===== src/rtl/core/thpm_pkg.sv =====
`timescale 1ns / 1ps

package thpm_pkg;

  localparam int unsigned PIX_W         = 16;
  localparam int unsigned SCALE_W       = 28;
  localparam int unsigned LEN_W         = 15;
  localparam int unsigned CFG_W         = SCALE_W;
  localparam int unsigned BYTE_W        = 8;
  localparam int unsigned TADDR_W       = 14;
  localparam int unsigned FRAC_W        = 16;
  localparam int unsigned PALETTE_BYTES = 16384;
  localparam int unsigned LEVELS        = 3000;
  localparam int unsigned AW            = $clog2(PALETTE_BYTES);
  localparam int unsigned IDX_W         = $clog2(LEVELS);
  localparam int unsigned OFF_W         = $clog2(3 * LEVELS);
  localparam int unsigned CMP_W         = (OFF_W > AW) ? OFF_W : AW;
  localparam int unsigned PROD_W        = PIX_W + SCALE_W;
  localparam int unsigned IDXR_W        = PROD_W - FRAC_W;

  localparam logic [PIX_W-1:0]   MIN_RST   = '0;
  localparam logic [PIX_W-1:0]   MAX_RST   = PIX_W'(65535);
  localparam logic [SCALE_W-1:0] SCALE_RST = SCALE_W'(3000);
  localparam logic [LEN_W-1:0]   LEN_RST   = LEN_W'(768);
  localparam logic [BYTE_W-1:0]  BYTE_WHITE = '1;
  localparam logic [BYTE_W-1:0]  BYTE_BLACK = '0;

  typedef enum logic [1:0] {
    CFG_MIN_CK      = 2'd0,
    CFG_MAX_CK      = 2'd1,
    CFG_SCALE_Q16   = 2'd2,
    CFG_PALETTE_LEN = 2'd3
  } cfg_reg_e;

  typedef enum logic {
    CMD_MAP  = 1'b0,
    CMD_LOAD = 1'b1
  } cmd_e;

  typedef enum logic [1:0] {
    KIND_BLACK = 2'd0,
    KIND_WHITE = 2'd1,
    KIND_PAL   = 2'd2
  } pix_kind_e;

  typedef struct packed {
    logic                cmd;
    logic [PIX_W-1:0]    pixel;
    logic                frame_end;
    logic [TADDR_W-1:0]  table_addr;
    logic [BYTE_W-1:0]   table_byte;
  } in_beat_t;

  typedef struct packed {
    logic [BYTE_W-1:0] red;
    logic [BYTE_W-1:0] green;
    logic [BYTE_W-1:0] blue;
    logic              frame_last;
  } out_beat_t;

  typedef struct packed {
    logic [PIX_W-1:0]   min_ck;
    logic [PIX_W-1:0]   max_ck;
    logic [SCALE_W-1:0] scale_q16;
    logic [LEN_W-1:0]   palette_len;
  } cfg_t;

  typedef struct packed {
    logic               valid;
    cmd_e               cmd;
    pix_kind_e          kind;
    logic               frame_end;
    logic [AW-1:0]      table_addr;
    logic [BYTE_W-1:0]  table_byte;
    logic [AW-1:0]      off_r;
    logic [AW-1:0]      off_g;
    logic [AW-1:0]      off_b;
  } lk_req_t;

endpackage


===== src/rtl/core/thpm_index.sv =====
`timescale 1ns / 1ps

module thpm_index
  import thpm_pkg::*;
(
  input  logic     clk_i,
  input  logic     rst_ni,
  input  logic     adv_i,
  input  logic     in_valid_i,
  input  in_beat_t in_beat_i,
  input  cfg_t     cfg_i,
  output lk_req_t  req_o
);

  // stage 1: classify and offset from min
  logic               s1_valid_q;
  cmd_e               s1_cmd_q;
  pix_kind_e          s1_kind_q;
  pix_kind_e          s1_kind_d;
  logic               s1_fend_q;
  logic [AW-1:0]      s1_addr_q;
  logic [BYTE_W-1:0]  s1_byte_q;
  logic [PIX_W-1:0]   s1_diff_q;

  // stage 2: scaled index
  logic               s2_valid_q;
  cmd_e               s2_cmd_q;
  pix_kind_e          s2_kind_q;
  logic               s2_fend_q;
  logic [AW-1:0]      s2_addr_q;
  logic [BYTE_W-1:0]  s2_byte_q;
  logic [IDXR_W-1:0]  s2_idx_q;
  logic [PROD_W-1:0]  prod;

  // stage 3: clamped byte base
  logic               s3_valid_q;
  cmd_e               s3_cmd_q;
  pix_kind_e          s3_kind_q;
  logic               s3_fend_q;
  logic [AW-1:0]      s3_addr_q;
  logic [BYTE_W-1:0]  s3_byte_q;
  logic [OFF_W-1:0]   s3_base_q;
  logic [IDX_W-1:0]   idx_clamp;

  // stage 4: clamped offsets
  lk_req_t            s4_q;
  logic [CMP_W-1:0]   lim;
  logic [CMP_W-1:0]   o_r;
  logic [CMP_W-1:0]   o_g;
  logic [CMP_W-1:0]   o_b;

  always_comb begin
    if (in_beat_i.pixel == '0) begin
      s1_kind_d = KIND_BLACK;
    end else if (in_beat_i.pixel <= cfg_i.min_ck) begin
      s1_kind_d = KIND_WHITE;
    end else if (in_beat_i.pixel >= cfg_i.max_ck) begin
      s1_kind_d = KIND_BLACK;
    end else begin
      s1_kind_d = KIND_PAL;
    end
  end

  assign prod = PROD_W'(s1_diff_q) * PROD_W'(cfg_i.scale_q16);

  assign idx_clamp = (s2_idx_q > IDXR_W'(LEVELS - 1)) ? IDX_W'(LEVELS - 1)
                                                      : s2_idx_q[IDX_W-1:0];

  always_comb begin
    if (cfg_i.palette_len == '0) begin
      lim = '0;
    end else if (32'(cfg_i.palette_len) > 32'(PALETTE_BYTES)) begin
      lim = CMP_W'(PALETTE_BYTES - 1);
    end else begin
      lim = CMP_W'(cfg_i.palette_len - 1'b1);
    end
    o_r = CMP_W'(s3_base_q);
    o_g = CMP_W'(s3_base_q) + CMP_W'(1);
    o_b = CMP_W'(s3_base_q) + CMP_W'(2);
    if (o_r > lim) o_r = lim;
    if (o_g > lim) o_g = lim;
    if (o_b > lim) o_b = lim;
  end

  always_ff @(posedge clk_i or negedge rst_ni) begin
    if (!rst_ni) begin
      s1_valid_q  <= 1'b0;
      s2_valid_q  <= 1'b0;
      s3_valid_q  <= 1'b0;
      s4_q        <= '0;
    end else if (adv_i) begin
      s1_valid_q  <= in_valid_i;
      s2_valid_q  <= s1_valid_q;
      s3_valid_q  <= s2_valid_q;

      s4_q.valid      <= s3_valid_q;
      s4_q.cmd        <= s3_cmd_q;
      s4_q.kind       <= s3_kind_q;
      s4_q.frame_end  <= s3_fend_q;
      s4_q.table_addr <= s3_addr_q;
      s4_q.table_byte <= s3_byte_q;
      s4_q.off_r      <= AW'(o_r);
      s4_q.off_g      <= AW'(o_g);
      s4_q.off_b      <= AW'(o_b);
    end
  end

  always_ff @(posedge clk_i) begin
    if (adv_i) begin
      s1_cmd_q  <= cmd_e'(in_beat_i.cmd);
      s1_kind_q <= s1_kind_d;
      s1_fend_q <= in_beat_i.frame_end;
      s1_addr_q <= AW'(in_beat_i.table_addr);
      s1_byte_q <= in_beat_i.table_byte;
      s1_diff_q <= in_beat_i.pixel - cfg_i.min_ck;

      s2_cmd_q  <= s1_cmd_q;
      s2_kind_q <= s1_kind_q;
      s2_fend_q <= s1_fend_q;
      s2_addr_q <= s1_addr_q;
      s2_byte_q <= s1_byte_q;
      s2_idx_q  <= prod[PROD_W-1:FRAC_W];

      s3_cmd_q  <= s2_cmd_q;
      s3_kind_q <= s2_kind_q;
      s3_fend_q <= s2_fend_q;
      s3_addr_q <= s2_addr_q;
      s3_byte_q <= s2_byte_q;
      s3_base_q <= OFF_W'(idx_clamp) * OFF_W'(3);
    end
  end

  assign req_o = s4_q;

endmodule


===== config.mk =====
export PLATFORM = sky130hd
export DESIGN_NAME = thpm_index
export DESIGN_NICKNAME = d
export VERILOG_FILES = /design/src/rtl/core/thpm_pkg.sv /design/src/rtl/core/thpm_index.sv
export SDC_FILE = /design/constraint.sdc
export NUM_CORES = 1
export LEC_CHECK = 0
export BUFFER_PORTS_ARGS = -buffer_cell sky130_fd_sc_hd__buf_2
export CAP_MARGIN = 30
export CELL_PAD_IN_SITES_DETAIL_PLACEMENT = 0
export CELL_PAD_IN_SITES_GLOBAL_PLACEMENT = 1
export CORE_UTILIZATION = 35
export CTS_CLUSTER_DIAMETER = 200
export DETAILED_ROUTE_END_ITERATION = 16
export HOLD_SLACK_MARGIN = 0.15
export PLACE_DENSITY = 0.58
export SLEW_MARGIN = 20
export SYNTH_ARGS = -nofsm -noshare
export SYNTH_HDL_FRONTEND = slang
export SYNTH_SLANG_ARGS = --single-unit

===== constraint.sdc =====
create_clock -name clk_i -period 8.7 [get_ports clk_i]
set_input_delay 0.87 -clock clk_i [delete_from_list [all_inputs] [get_ports clk_i]]
set_output_delay 0.87 -clock clk_i [all_outputs]
set_load 0.05 [all_outputs]

Word level (Yosys, flattened, before mapping). Index checks and enable logic that the tools add are counted.

Reductions and logical operators: 3. $mul: 2. $add $sub $neg: 4. Multiplexer cells: 8. Magnitude comparators: 7.

Operator list (number): $mux W14 (5); $mul A16 B28 Y44 (1); $gt A14 B14 Y1 (3); $gt A28 B12 Y1 const B (1); $ge A16 B16 Y1 (1); $le A16 B16 Y1 (1); $logic_not A16 Y1 (1); $sub A16 B16 Y16 (1); $gt A15 B15 Y1 const B (1); $logic_not A15 Y1 (1); $add A14 B1 Y14 const B (1); $add A14 B2 Y14 const B (1); $mul A12 B2 Y14 const B (1); $sub A14 B1 Y14 const B (1); $mux W12 (1); $mux W2 (1); $reduce_or A2 Y1 (1); $mux W1 (1).

Register bits after elaboration: 208. Input port bits: 119. Word-level logic and storage cells: 55.

Longest topological paths before layout.
Depth in word-level cells: 5. Depth in mapped cells: 25.

Worst setup path before layout. Ideal clock, no wire load.

Path kind: input-to-reg. From: input port cfg_i[22] (netlist bit). To: register s2_idx_q[26] (data pin). Path slack: 2.155 ns. Data arrival time: 6.365 ns. Stages: 23. Cells stage by stage: clkbuf_1 > nand2_1 > fa_1 > inv_1 > fa_1 > inv_1 > fa_1 > inv_1 > fa_1 > fa_1 > inv_1 > fa_1 > inv_1 > ha_1 > a21o_1 > a2111oi_2 > o31ai_2 > nand3_1 > nor3_2 > o2111ai_4 > a211oi_2 > or4_1 > o311ai_1.

Word-level cells in the longest chain between the ends: 1.

Ends and longest elaborated chain: start: declaration (line thpm_index.sv:11) `input cfg_t cfg_i,`; $mul A16 B28 Y44 (line thpm_index.sv:64) `assign prod = PROD_W'(s1_diff_q) * PROD_W'(cfg_i.scale_q16);`; named net prod[42] (line thpm_index.sv:33) `logic [PROD_W-1:0] prod;`; end signal: assignment (line thpm_index.sv:122) `s2_idx_q <= prod[PROD_W-1:FRAC_W];`; end: declaration (line thpm_index.sv:32) `logic [IDXR_W-1:0] s2_idx_q;`.

The timed path passes the listed nets, and every way through them passes these cells. A chain may end at the register's enable or synchronous reset.

Worst setup path after layout.
From: register s1_diff_q[9]. To: register s2_idx_q[26] (data pin).

Word-level cells in the longest chain between the ends: 1.

Ends and longest elaborated chain: start: declaration (line thpm_index.sv:23) `logic [PIX_W-1:0] s1_diff_q;`; start signal: assignment (line thpm_index.sv:115) `s1_diff_q <= in_beat_i.pixel - cfg_i.min_ck;`; $mul A16 B28 Y44 (line thpm_index.sv:64); named net prod[42] (line thpm_index.sv:33).

The timed path passes the listed nets, and every way through them passes these cells.

==> reports/qor.yml <==
status: "finished clean"
crit_path_end: "s2_idx_q[26]"
synth_top_area_share_pct: 30.0
worst_slew_pin_slew_ns: 0.915
cp-startpoint: "s1_diff_q[9]"
synth_area_sq_mm: 0.0242
syn_inst: 2393
ys_ff_latch: 208
synthArstFlopShare_pct: 34.6
syn2layout_area_growth_pct: 11.9
rsz0062_at_grt: "no"
clock_sinks: 208
yosysMostFrequentCell: "inv_1"
coreArea_sq_mm: 0.0685
maxCapViolCount: 0
required_ns: 9.03
r2r_slack_ns: 1.77
insertion_delay_ns: 0.54
synth_top_area_cell: "fa_1"
finalWirelength_mm: 64.1
drtAntennaViolNets: 0
floorplan.die.height_um: 265
clkTransAtPathRegs_ns: 0.06
reg2reg_to: "s2_idx_q[26]"
crit_type: "reg2reg"
clk_path_buf_depth: 3
postCtsHoldBufs: 0
vias_per_cell: 4.85
vias: 16700
regArea_sq_mm: 0.00589
multi_input_area_sq_mm: 0.0162
critical_path.max_fanout: 17
io_buffers: 187
diodes: 0
fmax_mhz: 144
crit_chain: "buf_4, nand2_1, fa_1, inv_1, fa_1, fa_1, fa_1, fa_1, inv_1, fa_1, inv_1, ha_1, nand4_1, or3_1, nor3_2, o2111ai_4, a211oi_2, nor2_1, o311ai_1"
cts_root_buf: "clkbuf_16"
rows: 96
antenna_found_initial: 2
post-cts-setup-buffers: 0
setup_violations: 0
grt_util_all_layers_pct: 18.5
die_area_sq_mm: 0.0702
wl_per_cell_um: 18.6
crit_cells: 19
synth_cell_types: 71
arrival_ns: 7.26
ys_seq_area_share_pct: 24.3
grt_pass1_vias: 17831
synth_enable_flop_cells: 136
place_congestion: 0.842
synth_ff_type: "edfxtp_1"
maxSlewHeadroom_pct: 39.0
drc: 0
critPathBufInv: 4
first_pass_iters: 5
fin_crit_ns: 6.93
slowest_stage: "edfxtp_1"
cp-start-kind: "register"
crit_path_end_kind: "register"
cpPeakStageDelay_ns: 0.95
fin_setup_tns_ns: 0
cts_tree: "done"
layout-drive-gt1-share_pct: 13.1
worstReg2RegStart: "s1_diff_q[9]"
r2r_cells: 19
grt_pass1_wl_mm: 101
grt-ovfl-total: 0
crit_family: "adder cells"
grt_max_degree: 89
synth_nets: 3077
yosys-top-cells-area: "fa_1 30%, edfxtp_1 17%, ha_1 10%"
finalClockSkew_ns: 0.0194
start_util_pct: 35.3
nets: 3230
critPathMostFrequentCell: "fa_1"
htree_levels: 1
synthTopCellsByCount: "476 x inv_1, 363 x fa_1, 301 x nand2_1, 202 x and2_1, 202 x ha_1"
hp-class: "in2async"
fin_crit_sh_pct: 79.7
cts_buffers: 24
first_iter_violations: 812
dp_hpwl_mm: 50.8
ios: 188
synth_warnings: 0
num-fill-cells: 6792
drv_slew: 0
avgSynthCellArea_sq_um: 10.1
hold_viol: 0
die_x_um: 265
post_cts_resized: 0
==> registers in the layout, indices dropped and copies added (netlist names), 8 cells and up <==
name       count
s1_byte_q      8
s2_idx_q      28
s2_byte_q      8
s3_byte_q      8
s1_addr_q     14
s1_diff_q     16
s2_addr_q     14
s3_base_q     14
s3_addr_q     14
req_o         69
==> cell type report <==
| cell class | count | area share, % |
|---|---|---|
| well taps | 882 | 4.08 |
| clock buffers | 30 | 2.38 |
| multi-input cells | 1616 | 59.8 |
| inverters | 476 | 6.60 |
| flip-flops and latches | 208 | 21.8 |
| repair buffers | 220 | 4.86 |
| clock inverters | 14 | 0.564 |
==> layer usage <==
metal / share of wire, % / global-route usage, % / wire length, um / vias to the layer above
met3: 4.4 / 2.55 / 2810 / 58
met2: 46 / 30.0 / 29600 / 350
met1: 48 / 26.5 / 30700 / 8483
met5: 0.042 / 0 / 27 / -
li1: - / - / - / 7805
met4: 1.5 / 3.33 / 944 / 4
==> layout by cell type, fill, tap and decap left out, types with 8 or more instances in the layout <==
cell type,count
mux2_2,50
nor2_1,59
and2_1,202
buf_8,8
o31ai_1,8
buf_2,185
nand2_1,301
o21a_1,8
inv_1,476
nand4_1,20
and3_1,10
fa_1,363
dfrtp_1,72
a21oi_1,69
xnor2_1,54
buf_4,23
o21ai_0,28
nand3_1,20
nor3_1,19
nor4_1,8
clkbuf_16,24
mux2i_1,31
ha_1,202
nand2b_1,13
a21o_1,31
nor2b_1,14
xor2_1,21
edfxtp_1,136
==> worst min-delay path by stage <==
stage	from	endpoint	slack, ns	depth (start not counted)
floorplan	s1_addr_q[0]	s2_addr_q[0]	0.40	0
global placement	s2_addr_q[3]	s3_addr_q[3]	0.40	0
global route	rst_ni	req_o[25]	0.18	1
detailed placement	s1_addr_q[7]	s2_addr_q[7]	0.40	0
CTS	rst_ni	req_o[25]	0.17	1
finish	rst_ni	req_o[23]	0.19	1
==> stage by stage <==
| step | instance area [sq um] | worst slack, ns | hold WS (ns) | std cells | utilization (%) |
|---|---|---|---|---|---|
| 6_report | 27100 | 1.77 | 0.193 | 3446 | 39.5 |
| 5_1_grt | 27100 | 1.35 | 0.178 | 3446 | 39.5 |
| 4_1_cts | 27000 | 1.54 | 0.166 | 3444 | 39.5 |
| 3_5_place_dp | 26200 | 1.58 | 0.405 | 3400 | 38.3 |
| 3_3_place_gp | 26100 | 1.66 | 0.400 | 3391 | 38.0 |
| 2_1_floorplan | 24200 | 2.16 | 0.400 | 2393 | - |
==> logic make-up after synthesis <==
family          share of synthesized area (%)
flops                                    24.3
compound gates                           5.36
buf+inv                                  8.86
xor+xnor                                 2.72
simple gates                             14.4
fa+ha+maj                                40.5
mux                                      3.86
Power is not shown: default switching activity piles up to over one toggle a cycle in this logic, so the estimate is an artifact.
